==> src/design/tvdt_pkg.sv <==
package tvdt_pkg;

  localparam int NUMBER_BITS_DEF = 61;
  localparam int MAX_DIGITS_DEF  = 19;

  localparam logic [2:0]  TAG_NUMBER = 3'd1;
  localparam logic [63:0] WORD_FALSE = 64'd0;
  localparam logic [63:0] WORD_NULL  = 64'd8;
  localparam logic [63:0] WORD_TRUE  = 64'd16;

  localparam logic [7:0] CHAR_ZERO  = 8'h30;
  localparam logic [7:0] CHAR_MINUS = 8'h2d;
  localparam logic [7:0] CHAR_NONE  = 8'h00;

  typedef enum logic [1:0] {
    TXT_FALSE = 2'd0,
    TXT_NULL  = 2'd1,
    TXT_TRUE  = 2'd2
  } txt_t;

  typedef struct packed {
    logic load;
    logic shift_digit;
  } dab_ctrl_t;

  typedef struct packed {
    logic busy;
    logic ovf;
  } dab_stat_t;

  // constant texts, left aligned
  function automatic logic [7:0] txt_char(txt_t sel, logic [2:0] idx);
    logic [39:0] s;
    begin
      case (sel)
        TXT_FALSE: s = "false";
        TXT_NULL:  s = {"null", 8'h00};
        TXT_TRUE:  s = {"true", 8'h00};
        default:   s = '0;
      endcase
      txt_char = s[8 * (4 - int'(idx)) +: 8];
    end
  endfunction

  function automatic logic [2:0] txt_last(txt_t sel);
    begin
      case (sel)
        TXT_FALSE: txt_last = 3'd4;
        TXT_NULL:  txt_last = 3'd3;
        TXT_TRUE:  txt_last = 3'd3;
        default:   txt_last = 3'd3;
      endcase
    end
  endfunction

endpackage

==> src/design/tvdt_dabble.sv <==
module tvdt_dabble
  import tvdt_pkg::*;
#(
  parameter int NUMBER_BITS = NUMBER_BITS_DEF,
  parameter int MAX_DIGITS  = MAX_DIGITS_DEF
) (
  input  logic                   clk,
  input  logic                   rst,
  input  dab_ctrl_t              ctrl,
  input  logic [NUMBER_BITS-1:0] mag,
  output dab_stat_t              stat,
  output logic [3:0]             digit
);

  localparam int BW = 4 * MAX_DIGITS;
  localparam int CW = $clog2(NUMBER_BITS + 1);

  logic [NUMBER_BITS-1:0] mag_sr;
  logic [BW-1:0]          bcd;
  logic [BW-1:0]          adj;
  logic [CW-1:0]          cnt;
  logic                   busy;
  logic                   ovf;

  // add-3 correction on each digit before the shift
  always_comb begin
    for (int i = 0; i < MAX_DIGITS; i++) begin
      if (bcd[4*i +: 4] >= 4'd5) begin
        adj[4*i +: 4] = bcd[4*i +: 4] + 4'd3;
      end else begin
        adj[4*i +: 4] = bcd[4*i +: 4];
      end
    end
  end

  always_ff @(posedge clk) begin
    if (rst) begin
      busy <= 1'b0;
    end else if (ctrl.load) begin
      busy <= 1'b1;
    end else if (busy && cnt == CW'(1)) begin
      busy <= 1'b0;
    end
  end

  always_ff @(posedge clk) begin
    if (ctrl.load) begin
      mag_sr <= mag;
      bcd    <= '0;
      cnt    <= CW'(NUMBER_BITS);
      ovf    <= 1'b0;
    end else if (busy) begin
      mag_sr <= mag_sr << 1;
      bcd    <= {adj[BW-2:0], mag_sr[NUMBER_BITS-1]};
      ovf    <= ovf | adj[BW-1];
      cnt    <= cnt - CW'(1);
    end else if (ctrl.shift_digit) begin
      bcd <= {bcd[BW-5:0], 4'd0};
    end
  end

  assign stat.busy = busy;
  assign stat.ovf  = ovf;
  assign digit     = bcd[BW-1 -: 4];

endmodule

==> src/design/tagged_value_to_decimal_text.sv <==
// Tagged value word to ASCII decimal text.
// Input channel s_axis: one 64-bit tagged value word per item.
// Output channel m_axis: one ASCII character per item, first character
// first; tlast marks the final character of a value, tuser flags a word
// that is not a number or a constant (one item, character 0).
// The words 0, 8 and 16 give "false", "null" and "true", one character a
// cycle while the output register is free. A number (tag 1) is converted
// by a bit-serial double-dabble shift register, then the digits are scanned
// from the top, leading zeros skipped, with a '-' in front for a negative
// number; each digit waits while the output register is not free.
// Input is taken only when the block is idle and the output register is
// free. The output register holds its item while m_axis_tready is low and
// the block waits; nothing is lost. Reset is synchronous, clears the
// sequencer and the output valid; no clearing pass is needed.
module tagged_value_to_decimal_text
  import tvdt_pkg::*;
#(
  parameter int NUMBER_BITS = NUMBER_BITS_DEF,
  parameter int MAX_DIGITS  = MAX_DIGITS_DEF
) (
  input  logic        clk,
  input  logic        rst,
  input  logic        s_axis_tvalid,
  output logic        s_axis_tready,
  input  logic [63:0] s_axis_tdata,   // value_word
  output logic        m_axis_tvalid,
  input  logic        m_axis_tready,
  output logic [7:0]  m_axis_tdata,   // text_char
  output logic        m_axis_tlast,   // last_char
  output logic        m_axis_tuser    // unsupported
);

  localparam int EW = $clog2(MAX_DIGITS);

  typedef enum logic [4:0] {
    S_IDLE = 5'b00001,
    S_CONV = 5'b00010,
    S_SIGN = 5'b00100,
    S_DIG  = 5'b01000,
    S_TEXT = 5'b10000
  } state_t;

  state_t                 state;
  state_t                 state_next;
  dab_ctrl_t              ctrl;
  dab_stat_t              stat;
  logic [3:0]             digit;
  logic [NUMBER_BITS-1:0] field;
  logic [NUMBER_BITS-1:0] mag;
  logic                   neg;
  logic [EW-1:0]          ecnt;
  logic                   started;
  txt_t                   txt_sel;
  logic [2:0]             txt_idx;
  logic                   can_put;
  logic                   put;
  logic [7:0]             put_char;
  logic                   put_last;
  logic                   put_uns;
  logic                   accept;
  logic                   dig_last;
  logic                   dig_show;

  assign field    = s_axis_tdata[3 +: NUMBER_BITS];
  assign mag      = field[NUMBER_BITS-1] ? (~field + NUMBER_BITS'(1)) : field;
  assign can_put  = !m_axis_tvalid || m_axis_tready;
  assign s_axis_tready = (state == S_IDLE) && can_put;
  assign accept   = s_axis_tvalid && s_axis_tready;
  assign dig_last = (ecnt == EW'(MAX_DIGITS - 1));
  assign dig_show = started || (digit != 4'd0) || stat.ovf || dig_last;

  tvdt_dabble #(
    .NUMBER_BITS(NUMBER_BITS),
    .MAX_DIGITS (MAX_DIGITS)
  ) u_dabble (
    .clk  (clk),
    .rst  (rst),
    .ctrl (ctrl),
    .mag  (mag),
    .stat (stat),
    .digit(digit)
  );

  always_comb begin
    state_next       = state;
    ctrl.load        = 1'b0;
    ctrl.shift_digit = 1'b0;
    put              = 1'b0;
    put_char         = CHAR_NONE;
    put_last         = 1'b0;
    put_uns          = 1'b0;
    case (state)
      S_IDLE: begin
        if (accept) begin
          if (s_axis_tdata == WORD_FALSE || s_axis_tdata == WORD_NULL ||
              s_axis_tdata == WORD_TRUE) begin
            state_next = S_TEXT;
          end else if (s_axis_tdata[2:0] == TAG_NUMBER) begin
            ctrl.load  = 1'b1;
            state_next = S_CONV;
          end else begin
            put      = 1'b1;
            put_last = 1'b1;
            put_uns  = 1'b1;
          end
        end
      end
      S_CONV: begin
        if (!stat.busy) begin
          state_next = neg ? S_SIGN : S_DIG;
        end
      end
      S_SIGN: begin
        if (can_put) begin
          put        = 1'b1;
          put_char   = CHAR_MINUS;
          state_next = S_DIG;
        end
      end
      S_DIG: begin
        if (can_put) begin
          ctrl.shift_digit = 1'b1;
          put              = dig_show;
          put_char         = CHAR_ZERO | {4'd0, digit};
          put_last         = dig_last;
          if (dig_last) begin
            state_next = S_IDLE;
          end
        end
      end
      S_TEXT: begin
        if (can_put) begin
          put      = 1'b1;
          put_char = txt_char(txt_sel, txt_idx);
          put_last = (txt_idx == txt_last(txt_sel));
          if (put_last) begin
            state_next = S_IDLE;
          end
        end
      end
      default: state_next = S_IDLE;
    endcase
  end

  always_ff @(posedge clk) begin
    if (rst) begin
      state         <= S_IDLE;
      m_axis_tvalid <= 1'b0;
    end else begin
      state <= state_next;
      if (put) begin
        m_axis_tvalid <= 1'b1;
      end else if (m_axis_tready) begin
        m_axis_tvalid <= 1'b0;
      end
    end
  end

  always_ff @(posedge clk) begin
    if (put) begin
      m_axis_tdata <= put_char;
      m_axis_tlast <= put_last;
      m_axis_tuser <= put_uns;
    end
    if (accept) begin
      neg     <= field[NUMBER_BITS-1];
      ecnt    <= '0;
      started <= 1'b0;
      txt_idx <= 3'd0;
      if (s_axis_tdata == WORD_NULL) begin
        txt_sel <= TXT_NULL;
      end else if (s_axis_tdata == WORD_TRUE) begin
        txt_sel <= TXT_TRUE;
      end else begin
        txt_sel <= TXT_FALSE;
      end
    end else begin
      if (ctrl.shift_digit) begin
        ecnt    <= ecnt + EW'(1);
        started <= started | dig_show;
      end
      if (state == S_TEXT && can_put) begin
        txt_idx <= txt_idx + 3'd1;
      end
    end
  end

  a_busy_conv: assert property (@(posedge clk) disable iff (rst)
    stat.busy |-> state == S_CONV)
    else $error("converter busy outside conversion");

  a_minus_not_last: assert property (@(posedge clk) disable iff (rst)
    (m_axis_tvalid && !m_axis_tuser && m_axis_tdata == CHAR_MINUS) |-> !m_axis_tlast)
    else $error("sign character marked last");

  a_uns_item: assert property (@(posedge clk) disable iff (rst)
    (m_axis_tvalid && m_axis_tuser) |-> (m_axis_tlast && m_axis_tdata == CHAR_NONE))
    else $error("malformed unsupported item");

endmodule

==> config.mk <==
export PLATFORM = sky130hd
export DESIGN_NAME = tagged_value_to_decimal_text
export DESIGN_NICKNAME = d
export VERILOG_FILES = /design/src/design/tvdt_pkg.sv /design/src/design/tvdt_dabble.sv /design/src/design/tagged_value_to_decimal_text.sv
export SDC_FILE = /design/constraint.sdc
export NUM_CORES = 1
export LEC_CHECK = 0
export ABC_CLOCK_PERIOD_IN_PS = 8200
export BUFFER_PORTS_ARGS = -buffer_cell sky130_fd_sc_hd__buf_2
export CORE_MARGIN = 3
export CORE_UTILIZATION = 45
export DETAILED_ROUTE_END_ITERATION = 16
export GPL_TIMING_DRIVEN = 0
export PLACE_DENSITY = 0.69
export SYNTH_ARGS = -nofsm -noshare
export SYNTH_HDL_FRONTEND = slang
export SYNTH_SLANG_ARGS = --single-unit
==> constraint.sdc <==
create_clock -name clk -period 8.2 [get_ports clk]
set_input_delay 1.23 -clock clk [delete_from_list [all_inputs] [get_ports clk]]
set_output_delay 1.23 -clock clk [all_outputs]
set_load 0.02 [all_outputs]
; ---- Word level (Yosys, flattened, before mapping)
; Index checks and enable logic that the tools add are counted.
; Widths: inputs -> output; s select.
[word_totals]
ff_bits = 173
[classes]
n_mux = 64
reduce_logical = 20
eq_ne = 21
n_lt_le_gt_ge = 19
shift = 1
bitwise = 3
n_addsub = 24
[ops]
columns = op, n
row1 = $mux 61, 3
row2 = $mux 76, 2
row3 = $pmux 39 s3, 1
row4 = $mux 4, 20
row5 = $mux 40, 2
row6 = $add 4x2->4 const B, 19
row7 = $ge 4x3->1 const B, 19
row8 = $eq 64x4->1 const B, 1
row9 = $eq 64x5->1 const B, 1
row10 = $logic_not 64->1, 1
row11 = $add 61x1->61 const B, 1
row12 = $not 61->61, 1
row13 = $mux 5, 9
row14 = $shiftx 40x7->8, 1
row15 = $pmux 5 s5, 1
row16 = $pmux 8 s3, 1
row17 = $mux 1, 16
row18 = $ne 2x2->1 const B, 7
row19 = $mux 6, 2
row20 = $eq 5x5->1 const B, 2
row21 = $mux 3, 3
row22 = $mux 8, 1
row23 = $reduce_and 8->1, 1
row24 = $reduce_bool 2->1, 4
row25 = 23 further kinds, 33

; ---- Logic depth before layout (Yosys ltp)
; Gate-level depths: netlist (run 1).
[logic_depth]
ltp_word = 8
depth_mapped = 10

; ---- Hierarchy
; A second synthesis (run 1) with hierarchy kept.
[unflattened]
cells_unflattened = 1185
hier_area_um2 = 11295.8
[by_module_without_submodules]
columns = module, seq_area_each_um2, area_each_um2, cells_each, n_inst
row1 = tvdt_dabble, 3513.4, 8097.8, 773, 1
row2 = tagged_value_to_decimal_text, 660.6, 3198.1, 412, 1

; ---- Least setup slack after synthesis (run 1)
; OpenSTA, ideal clock, no wires.
[synth_timing]
path_type = input to register
startpoint = input m_axis_tready
endpoint = register u_dabble.mag_sr[0] (enable)
required_time_ns = 7.780
setup_slack_ns = 4.355
path_stages = 7
n_path_buf = 2
setup_ns = 0.420
t_arrival_ns = 3.425
cell_sequence = nand2b_1 > nand2_1 > nor2_1 > nand2_1 > clkbuf_8 > clkbuf_1 > nand2_1
[synth_via]
elab_chain_len = 6
[synth_lines]
columns = element, line_no
row1 = start: declaration, tagged_value_to_decimal_text.sv:27  ; input logic m_axis_tready,
row2 = $logic_or 1x1->1, tagged_value_to_decimal_text.sv:66  ; assign can_put = !m_axis_tvalid || m_axis_tready;
row3 = $logic_and 1x1->1, tagged_value_to_decimal_text.sv:67  ; assign s_axis_tready = (state == S_IDLE) && can_put;
row4 = $logic_and 1x1->1, tagged_value_to_decimal_text.sv:68  ; assign accept = s_axis_tvalid && s_axis_tready;
row5 = $mux 1, tagged_value_to_decimal_text.sv:94  ; if (accept) begin
row6 = $mux 1, tagged_value_to_decimal_text.sv:92  ; case (state)
row7 = $reduce_bool 2->1 (no source line), -
row8 = end signal: assignment, tvdt_dabble.sv:48  ; mag_sr <= mag;
row9 = end signal: assignment, tvdt_dabble.sv:53  ; mag_sr <= mag_sr << 1;
row10 = end: declaration, tvdt_dabble.sv:18  ; logic [NUMBER_BITS-1:0] mag_sr;
; No other way between the ends.
; A chain may end at the register's enable or synchronous reset.

; ---- Worst setup path after layout (run 1)
[layout_timing]
startpoint = input s_axis_tdata[47]
endpoint = register m_axis_tdata[5] (enable)
[layout_via]
elab_chain_len = 6
elab_cells_between_ends = 8
classes_between = eq/ne: 2 / mux: 3 / reduce/logical: 3
[layout_lines]
columns = element, line_no
row1 = start: declaration, tagged_value_to_decimal_text.sv:25  ; input logic [63:0] s_axis_tdata,
row2 = $eq 64x4->1 / $logic_not 64->1 (equally long branches), tagged_value_to_decimal_text.sv:95  ; if (s_axis_tdata == WORD_FALSE || s_axis_tdata == WORD_NULL ||
row3 = $logic_or 1x1->1, tagged_value_to_decimal_text.sv:95
row4 = $logic_or 1x1->1 (*), tagged_value_to_decimal_text.sv:95
row5 = $mux 1 (*), tagged_value_to_decimal_text.sv:95
row6 = $mux 1 (*), tagged_value_to_decimal_text.sv:94
row7 = $pmux 1 s3 (*), tagged_value_to_decimal_text.sv:92
row8 = named net put, tagged_value_to_decimal_text.sv:56  ; logic put;
row9 = end signal: assignment, tagged_value_to_decimal_text.sv:161  ; m_axis_tdata <= put_char;
row10 = end: declaration, tagged_value_to_decimal_text.sv:28  ; output logic [7:0] m_axis_tdata,
; Mark *: on every way through the listed nets, which the timed path passes. The rest lies on a longest branch.

==> results of run 1 <==
==> per-stage QoR <==
stage	instances	utilization, %	instance area [µm²]	hold slack [ns]
6_report	1771	52.1	12300	0.461
5_1_grt	1771	52.1	12300	0.491
4_1_cts	1771	52.1	12300	0.462
3_5_place_dp	1739	49.6	11700	0.453
3_3_place_gp	1738	49.5	11700	0.445
2_1_floorplan	1342	-	10900	0.436
==> cell usage after synthesis (all sizes together) (17+ instances only) <==
master    n
a211oi   29
a21oi   129
a31oi    22
clkbuf   72
dfxtp    99
edfxtp   73
ha       52
inv      60
nand2   206
nand2b   26
nor2    109
nor3     29
o21ai   135
o31ai    19
or4      17
xnor2    32
xor2     58
==> final timing paths <==
path / from / to / slack, ns
worst max-delay path: s_axis_tdata[47] / m_axis_tdata[5]$_DFFE_PP_ / 4.06
worst min-delay path: started$_SDFFE_PP0P_ / started$_SDFFE_PP0P_ / 0.46
worst max register to register: state[4]$_SDFFE_PP0P_ / u_dabble.mag_sr[8]$_DFFE_PP_ / 5.03
worst min register to register: started$_SDFFE_PP0P_ / started$_SDFFE_PP0P_ / 0.46
==> power breakdown <==
group	internal [W]	leakage, nW	switching [W]
logic	0.000472	2.83	0.000675
registers	0.00110	1.49	0.000207
clock network	0.000501	0.295	0.000353
total	0.00207	4.62	0.00123
==> registers in the layout, summed over array words and instances, names as in the netlist <==
signal,cells
m_axis_tlast,1
state,5
txt_sel,2
neg,1
txt_idx,3
m_axis_tvalid,1
u_dabble.cnt,6
m_axis_tdata,7
m_axis_tuser,1
u_dabble.ovf,1
u_dabble.mag_sr,61
u_dabble.busy,1
u_dabble.bcd,76
started,1
ecnt,5
==> placed cells by master, fill, tap and decap left out, drive strengths merged, types with 10 or more instances in the layout <==
cell,n
nor2,109
mux2i,10
dfxtp,99
o21a,11
a211oi,29
buf,91
o32ai,10
nor4,11
or4,17
edfxtp,73
ha,52
o21ai,135
nand2,206
xor2,58
clkbuf,95
inv,62
o31ai,19
xnor2,32
a32oi,16
o41ai,15
nor3,29
nand2b,26
a31oi,22
nand3,11
or3,13
a21oi,129
==> cell families (layout without fill, tap and decap cells) <==
kind of cell | Yosys count | count (layout)
other cells | 1 | 1
fa+ha+maj | 52 | 52
buf+inv | 147 | 257
mux | 11 | 11
flops | 172 | 172
compound gates | 412 | 412
xor+xnor | 90 | 90
simple gates | 457 | 457
==> worst reg2reg max path, delay by kind of cell, from the launching register on <==
family | cells | cell delay, ns
buf+inv | 3 | 0.81
flops | 1 | 0.36
simple gates | 5 | 1.68
==> area by class of cell <==
type / count / area (µm²)
sequential: 172 / 4170
clock buffer: 23 / 469
clock inverter: 9 / 136
inverter: 61 / 229
timing repair buffer: 78 / 405
buffer: 86 / 375
tap: 319 / 399
fill: 2296 / 11300
multi-input combinational: 1023 / 6150
==> layer usage <==
metal / share of wire (%) / global-route usage [%] / up-vias
met3: 6.0 / 3.62 / 36
li1: - / - / 4990
met1: 46 / 30.2 / 4735
met5: 0 / 0 / -
met4: 1.5 / 6.48 / 0
met2: 46 / 35.2 / 324
==> reports/results.ini, run 1 <==
[run_status]
status=finished, final reports clean

[clock_tree]
cts_root_buffer=clkbuf_16
post_cts_resized=0
cts_setup_buffers=0
clock_path_buffers=2
h-tree-depth=4
cts_buffers=17
numClockSinks=172
clk_pin_slew_worst_paths_ns=0.07
cts_tree=built
clkLatencyLatePin_ns=0.43
postCtsHoldBufs=0

[critical_path]
path_buf_inv=1
critPathSlowestCell=or4_1
required_ns=8.25
worstRegToRegCells=8
crit_fanout=9
critPathTopFamily=simple AND/OR/NAND/NOR gates
path_cells=buf_2, or4_1, or2_2, nor4_1, nor4bb_1, or4_1, nand3_1
critical_path_class=input pin to register
crit_path_end_kind=register
cp.arrival_ns=4.20
max_stage_delay_ns=0.65
cp.depth=7
crit_top_cell=or4_1
start_kind=input pin

[synth]
ys_ff_latch=172
synth_warnings=0
synth_cell_types=65
synth_top_area_share_pct=20.1
yosys-top-cells-area=edfxtp_1, dfxtp_1, nand2_1
synthArstFlopShare_pct=0
synth_area_per_cell_um2=8.14
synthAdderAreaFrac_pct=5.95
synth_edf_count=73
yosys.area_share.simple_pct=19.2
yosysTopAreaCell=edfxtp_1
synth-seq-area-share_pct=38.2
synth.area.mux_share_pct=1.02
syn_nets=1462
synthXorXnorAreaFrac_pct=7.21
synth_cells=1342
dominantRegCellSynth=dfxtp_1
synth_top_family_by_area=compound AO/OA/AOI/OAI gates
synth_compound_area_share_pct=22.9
synth.cell_area_um2=10900

[timing]
setup_viol=0
fin_crit_ns=4.14
rsz0062_at_grt=no
hold_viol_final=0
clock.fmax_mhz=241
max_slew_margin_pct=53.4
finalMaxSlewViolations=0
finalCritPeriodShare_pct=50.5
clock_skew_ns=0.0122
setup_slack_ns=4.06
worst_slew_pin_slew_ns=0.698
fin_setup_tns_ns=0

[global_routing]
grt_pass1_wl_mm=47.7
antenna_found_initial=0
grt_overflow=0
grt_usage_pct=21.8
grt_max_degree=38
first_global_vias=9571

[route]
via_per_inst=5.69
wire_per_inst_um=16.1
wl_mm=28.4
drt_iter0_drc=913
route.antenna.remaining_nets=0
via_count=10100
first_pass_iters=5
remaining_drc_errors=0

[floorplan]
core_area_um2=23700
die_w_um=162
die_area_um2=26200
initial_core_util_pct=46.1
die_y_um=162
rows=56
ios=80

[layout]
diodes=0
area_delta_synth_final_pct=12.9
drive_gt1_share_pct=8.95
fin_nets=1559

[pwr]
fin_total_pwr_w=0.00331
peakVddDrop_uv=137
powerDensity_nw_per_um2=268
p_leak_nw=4.62

[placed_design]
place_ws_ns=3.64
numPortBuffers=77
gp_congestion=0.899
dpl.hpwl_mm=20.3

[hold_path]
hp-class=register to register
whs_path_depth=2

[run]
maxCapViolations=0

Power figures use the tool's default switching activity.
==> run 2: changes to the inputs <==
--- a/config.mk
+++ b/config.mk
@@ -5,7 +5,8 @@
 export SDC_FILE = /design/constraint.sdc
 export NUM_CORES = 1
 export LEC_CHECK = 0
-export ABC_CLOCK_PERIOD_IN_PS = 8200
+export ABC_AREA = 1
+export ABC_CLOCK_PERIOD_IN_PS = 4100
 export BUFFER_PORTS_ARGS = -buffer_cell sky130_fd_sc_hd__buf_2
 export CORE_MARGIN = 3
 export CORE_UTILIZATION = 45
==> constraint.sdc (replaced) <==
create_clock -name clk -period 4.1 [get_ports clk]
set_input_delay 0.615 -clock clk [delete_from_list [all_inputs] [get_ports clk]]
set_output_delay 0.615 -clock clk [all_outputs]
set_load 0.02 [all_outputs]
==> run 2 against run 1 <==
Non-clock buffer count down 20. Combinational power grew to 2.6 times the previous value. Worst setup slack got worse by 2.6 ns. Die area grew 8.0%. Critical path type is now register to register.
==> reports/results.ini, run 2 <==
[layout]
fin_nets=1872  ; +20%
final_cell_mix=nand2_1, o21ai_0, nor2_1, inv_1, buf_2
largest_register_ffs=76  ; unchanged
final_common_cell=nand2_1
diodes=0  ; unchanged
top_regs=u_dabble.bcd: 76 flops, u_dabble.mag_sr: 61 flops, m_axis_tdata: 7 flops
top_register=u_dabble.bcd
drive_gt1_share_pct=12.8  ; +3.9 points
area_delta_synth_final_pct=11.6

[route]
wire_per_inst_um=15.8  ; -1.3%
via_per_inst=5.43  ; -4.6%
first_pass_iters=5  ; unchanged
drt_iter0_drc=868  ; -4.9%
route.antenna.remaining_nets=0  ; unchanged
wl_mm=33.2  ; +17%
via_count=11400  ; +13%
remaining_drc_errors=0  ; unchanged

[hold_path]
hp-class=input pin to register
hp-start=rst
whs_path_depth=2  ; unchanged

[clock_tree]
clkLatencyLatePin_ns=0.44  ; about the same
clock_path_buffers=2  ; unchanged
numClockSinks=172  ; unchanged
cts_tree=built
clk_pin_slew_worst_paths_ns=0.07  ; about the same
h-tree-depth=4  ; unchanged
cts_setup_buffers=0  ; unchanged
cts_root_buffer=clkbuf_16
postCtsHoldBufs=0  ; unchanged
cts_buffers=17  ; unchanged
post_cts_resized=0  ; unchanged

[synth]
synth_warnings=0  ; unchanged
synth_edf_count=73  ; unchanged
yosysTopAreaCell=edfxtp_1
syn_nets=1774  ; +21%
synthArstFlopShare_pct=0  ; unchanged
synth_cell_types=57  ; -12%
yosys-top-cells-count=nand2_1, o21ai_0, nor2_1
synth.cell_area_um2=11800  ; +8.3%
post-synth-top-count-cell=nand2_1
synth_cells=1654  ; +23%
yosys-top-cells-area=edfxtp_1, dfxtp_1, nand2_1
synth_area_per_cell_um2=7.16  ; -12%
dominantRegCellSynth=dfxtp_1
synth-seq-area-share_pct=35.3  ; -2.9 points
ys_ff_latch=172  ; unchanged
synth_top_area_share_pct=18.5  ; -1.5 points

[global_routing]
grt_max_degree=40  ; +5.3%
grt_pass1_wl_mm=54.1  ; +13%
antenna_found_initial=0  ; unchanged
grt_overflow=0  ; unchanged
grt_usage_pct=23.4  ; +1.6 points
first_global_vias=11000  ; +15%

[timing]
rsz0062_at_grt=no
finalCritPeriodShare_pct=64.8
hold_viol_final=0  ; unchanged
clock_skew_ns=0.0121  ; -0.0000399 ns
max_slew_margin_pct=47.9  ; -5.6 points
finalMaxSlewViolations=0  ; unchanged
setup_viol=0  ; unchanged
fin_setup_tns_ns=0  ; unchanged
worst_slew_pin_slew_ns=0.782  ; +0.0836 ns
clock.fmax_mhz=376
fin_crit_ns=2.66
setup_slack_ns=1.44  ; -2.61 ns

[pwr]
powerDensity_nw_per_um2=554  ; +110%
peakVddDrop_uv=348  ; +160%
p_leak_nw=5.62  ; +22%

[critical_path]
cp.arrival_ns=2.79  ; -1.41 ns
crit_start=state[3]$_SDFFE_PP0P_
worstRegToRegCells=10  ; +2
required_ns=4.23  ; -4.02 ns
start_kind=register
critical_path_class=register to register
crit_fanout=39  ; +30
crit_path_end_kind=register
reg2reg_from=state[3]$_SDFFE_PP0P_

[floorplan]
die_w_um=168  ; +3.9%
rows=58  ; +3.6%
die_area_um2=28300  ; +8.0%
ios=80  ; unchanged
core_area_um2=25500  ; +7.9%
initial_core_util_pct=46.3  ; +0.19 points
die_y_um=168  ; +3.9%

[placed_design]
place_ws_ns=1.19  ; -2.45 ns
numPortBuffers=78  ; +1.3%
dpl.hpwl_mm=24.4  ; +20%
gp_congestion=0.964  ; +7.3%

[run_status]
status=finished, final reports clean

[run]
maxCapViolations=0  ; unchanged

[run 2: power by group]
group          total [W]  switching, W  internal (W)
sequential       0.00276      0.000398       0.00236
clock            0.00155      0.000746      0.000809
combinational    0.00301       0.00190       0.00110
total            0.00732       0.00305       0.00427
[run 2: stage by stage]
stage               instance area (µm²)  util (%)  hold WS (ns)  cells  total power, W
global route                      13200      51.7         0.361   2095         0.00791
floorplan                         11800         -         0.422   1654         0.00498
detailed placement                12700      49.6         0.467   2063         0.00574
finish                            13200      51.7         0.372   2095         0.00732
CTS                               13200      51.7         0.361   2095         0.00732
global placement                  12600      49.5         0.437   2062         0.00564
[run 2: worst paths after layout]
kind                                                 endpoint  slack [ns]
worst max-delay path            u_dabble.mag_sr[24]$_DFFE_PP_        1.44
worst min-delay path               u_dabble.busy$_SDFFE_PP0P_        0.37
worst max register to register  u_dabble.mag_sr[24]$_DFFE_PP_        1.44
worst min register to register           ecnt[4]$_SDFFE_PP0P_        0.48
[run 2: final cells by class]
type                    count  area [µm²]
repair buffers             79         410
fillers                  2505       12300
clock buffers              19         444
inverters                 181         684
plain buffers              65         353
multi-input cells        1236        6630
flip-flops and latches    172        4170
well taps                 330         413
clock inverters            13         104
[run 2: per-layer routing]
metal	wire length [µm]	global-route usage (%)	share of wire, %
met3	2180	3.76	6.6
met2	15200	37.9	46
met1	14900	31.1	45
met5	0	0	0
met4	973	9.78	2.9
[run 2: worst max-delay path: stages (launching register included)]
cell and delay [ns]:
dfxtp_1 0.36, nor2_4 0.17, nand4_4 0.14, nor2_4 0.14, nand2_4 0.12, inv_4 0.16
nand2_8 0.11, buf_6 0.17, buf_4 0.17, nand2_2 0.46, buf_12 0.31
[run 2: cells by family (layout without fill, tap and decap cells)]
logic type                 count (synthesis)  in the layout  synth area share, %
AOI/OAI and AO/OA                        364            364                 17.5
xor gates and xnor gates                  68             68                 5.03
adders and majority gates                 52             52                 5.50
buffers and inverters                    246            357                 8.76
DFF                                      172            172                 35.3
other                                      1              1               0.0317
and+or+nand+nor                          751            751                 27.9
==> run 3: changes to the inputs <==
--- a/config.mk
+++ b/config.mk
@@ -6,13 +6,13 @@
 export NUM_CORES = 1
 export LEC_CHECK = 0
 export ABC_AREA = 1
-export ABC_CLOCK_PERIOD_IN_PS = 4100
+export ABC_CLOCK_PERIOD_IN_PS = 2140
 export BUFFER_PORTS_ARGS = -buffer_cell sky130_fd_sc_hd__buf_2
 export CORE_MARGIN = 3
 export CORE_UTILIZATION = 45
 export DETAILED_ROUTE_END_ITERATION = 16
 export GPL_TIMING_DRIVEN = 0
-export PLACE_DENSITY = 0.69
+export PLACE_DENSITY = 0.72
 export SYNTH_ARGS = -nofsm -noshare
 export SYNTH_HDL_FRONTEND = slang
 export SYNTH_SLANG_ARGS = --single-unit
==> constraint.sdc (replaced) <==
create_clock -name clk -period 2.14 [get_ports clk]
set_input_delay 0.321 -clock clk [delete_from_list [all_inputs] [get_ports clk]]
set_output_delay 0.321 -clock clk [all_outputs]
set_load 0.02 [all_outputs]
==> run 3 against run 2 <==
Non-clock buffer count down 2. Global-route usage decreased by 0.20 points. Hold slack got worse by 0.30 ns. Combinational power increased by 92%. Core utilization grew 0.17 points. Die area stayed put. Worst setup slack lost 1.3 ns. Critical path type unchanged. Largest cell class unchanged.
==> reports/results.ini, run 3 (synthesized netlist as in run 2, its figures left out) <==
[floorplan]
initial_core_util_pct=46.3  ; unchanged
die_y_um=168  ; unchanged
ios=80  ; unchanged
core_area_um2=25500  ; unchanged
rows=58  ; unchanged
die_w_um=168  ; unchanged
die_area_um2=28300  ; unchanged

[timing]
max_slew_margin_pct=50.1  ; +2.2 points
finalMaxSlewViolations=0  ; unchanged
setup_viol=0  ; unchanged
clock.fmax_mhz=489  ; +30%
finalCritPeriodShare_pct=95.5  ; +31 points
rsz0062_at_grt=no
setup_slack_ns=0.0963  ; -1.35 ns
hold_viol_final=0  ; unchanged
clock_skew_ns=0.0142  ; +0.00203 ns
fin_crit_ns=2.04  ; -0.614 ns
worst_slew_pin_slew_ns=0.749  ; -0.0331 ns

[placed_design]
numPortBuffers=78  ; unchanged
dpl.hpwl_mm=24.0  ; -1.7%
dp_cells=2062  ; -0.048%
gp_congestion=0.925  ; -4.0%
place_ws_ns=-0.248  ; -1.44 ns

[layout]
largest_register_ffs=76  ; unchanged
area_delta_synth_final_pct=12.0
fin_nets=1871  ; -0.053%
top_regs=u_dabble.bcd: 76 flops, u_dabble.mag_sr: 61 flops, m_axis_tdata: 7 flops
final_cell_mix=nand2_1, o21ai_0, nor2_1, inv_1, buf_2
diodes=0  ; unchanged
multi_input_comb_area_um2=6670  ; +0.62%
fin_cells=2094  ; -0.048%
drive_gt1_share_pct=13.2  ; +0.40 points
post-route-util_pct=51.9  ; +0.17 points
fillers=2491  ; -0.56%
final_common_cell=nand2_1
top_register=u_dabble.bcd
final-seq-area_um2=4180  ; about the same

[critical_path]
reg2reg_from=state[3]$_SDFFE_PP0P_
worstRegToRegCells=9  ; -1
critical_path_class=register to register
required_ns=2.26  ; -1.97 ns
rrSetupSlack_ns=0.1  ; -1.35 ns
crit_fanout=30  ; -23%
r2r_end=u_dabble.mag_sr[60]$_DFFE_PP_
start_kind=register
crit_start=state[3]$_SDFFE_PP0P_
cp.arrival_ns=2.16  ; -0.63 ns
crit_path_end_kind=register

[global_routing]
grt_pass1_wl_mm=53.5  ; -1.1%
antenna_found_initial=0  ; unchanged
first_global_vias=10800  ; -2.2%
grt_max_degree=32  ; -20%
grt_overflow=0  ; unchanged
grt_usage_pct=23.2  ; -0.20 points

[clock_tree]
cts_root_buffer=clkbuf_16
postCtsHoldBufs=0  ; unchanged
clkLatencyLatePin_ns=0.44  ; about the same
cts_buffers=17  ; unchanged
clock_path_buffers=2  ; unchanged
h-tree-depth=4  ; unchanged
numClockSinks=172  ; unchanged
cts_tree=built
clk_pin_slew_worst_paths_ns=0.07  ; about the same

[hold_path]
min_to=u_dabble.busy$_SDFFE_PP0P_
whs_path_depth=2  ; unchanged
hp-start=rst
hp-class=input pin to register

[run_status]
status=finished, final reports clean

[pwr]
peakVddDrop_uv=853  ; +140%
fin_total_pwr_w=0.0141  ; +93%
p_leak_nw=5.65  ; +0.53%
powerDensity_nw_per_um2=1070  ; +92%

[route]
via_per_inst=5.44  ; about the same
via_count=11400  ; +0.0088%
wire_per_inst_um=15.8  ; -0.32%
first_pass_iters=7  ; +2
route.antenna.remaining_nets=0  ; unchanged
drt_iter0_drc=1152  ; +33%
wl_mm=33.1  ; -0.37%
remaining_drc_errors=0  ; unchanged

[run]
maxCapViolations=0  ; unchanged

## run 3: cell count changes in the layout (fill, tap and decap cells not counted), sizes merged
cell,before,now
buf,122,121
clkbuf,41,40
clkinv,3,6
clkinvlp,2,1
inv,189,187
nand2,405,406
## run 3: area by class of cell
| class | count | area share, % |
|---|---|---|
| buffer | 64 | 2.69 |
| timing repair buffer | 78 | 2.95 |
| clock buffer | 19 | 3.42 |
| multi-input combinational | 1237 | 50.3 |
| tap | 330 | 3.12 |
| inverter | 181 | 5.20 |
| sequential | 172 | 31.5 |
| clock inverter | 13 | 0.793 |
## run 3: metal layers
| layer | wire length (µm) | up-vias | part of all wire, % | GRT usage [%] |
|---|---|---|---|---|
| met5 | 0 | - | 0 | 0 |
| met3 | 2270 | 53 | 6.9 | 3.83 |
| met2 | 15200 | 424 | 46 | 38.4 |
| li1 | - | 5664 | - | - |
| met4 | 648 | 0 | 2.0 | 7.15 |
| met1 | 14900 | 5242 | 45 | 31.2 |
## run 3: worst max-delay path by stage
| stage | end | slack, ns |
|---|---|---|
| 4_1_cts | u_dabble.mag_sr[38]$_DFFE_PP_ | 0.006 |
| 3_3_place_gp | m_axis_tdata[3]$_DFFE_PP_ | -0.23 |
| 5_1_grt | u_dabble.mag_sr[46]$_DFFE_PP_ | 0.01 |
| 2_1_floorplan | u_dabble.mag_sr[0]$_SDFFCE_PN0P_ | 0.12 |
| 6_report | u_dabble.mag_sr[60]$_DFFE_PP_ | 0.1 |
| 3_5_place_dp | m_axis_tdata[0]$_DFFE_PP_ | -0.25 |
## run 3: metrics by stage
stage | TNS (ns) | instance area (µm²) | hold WS [ns]
6_report | 0 | 13300 | 0.0748
4_1_cts | 0 | 13200 | 0.0731
3_5_place_dp | -15.03 | 12700 | 0.444
5_1_grt | 0 | 13300 | 0.0728
3_3_place_gp | -13.39 | 12700 | 0.439
2_1_floorplan | 0 | 11900 | 0.390
## run 3: worst max-delay path: stages, from the launching register on
cell	delay, ns
dfxtp_1	0.36
nor2_4	0.14
nand4_4	0.14
nor2_4	0.15
nand2_4	0.13
inv_8	0.12
nand2_8	0.09
buf_6	0.17
buf_6	0.16
nand2_8	0.23
## run 3: what timing repair did
action | CTS | global route
buffers inserted | 0 | 0
resized for setup | 5 | 8
gates cloned | 1 | 0
endpoints found under the setup margin | 69 | 74
pin swaps | 0 | 1
## run 3: where the power goes
| group | switching [W] | leakage, nW | internal [W] |
|---|---|---|---|
| logic | 0.00365 | 3.88 | 0.00213 |
| clock network | 0.00146 | 0.277 | 0.00157 |
| registers | 0.000785 | 1.49 | 0.00453 |
| total | 0.00590 | 5.65 | 0.00824 |
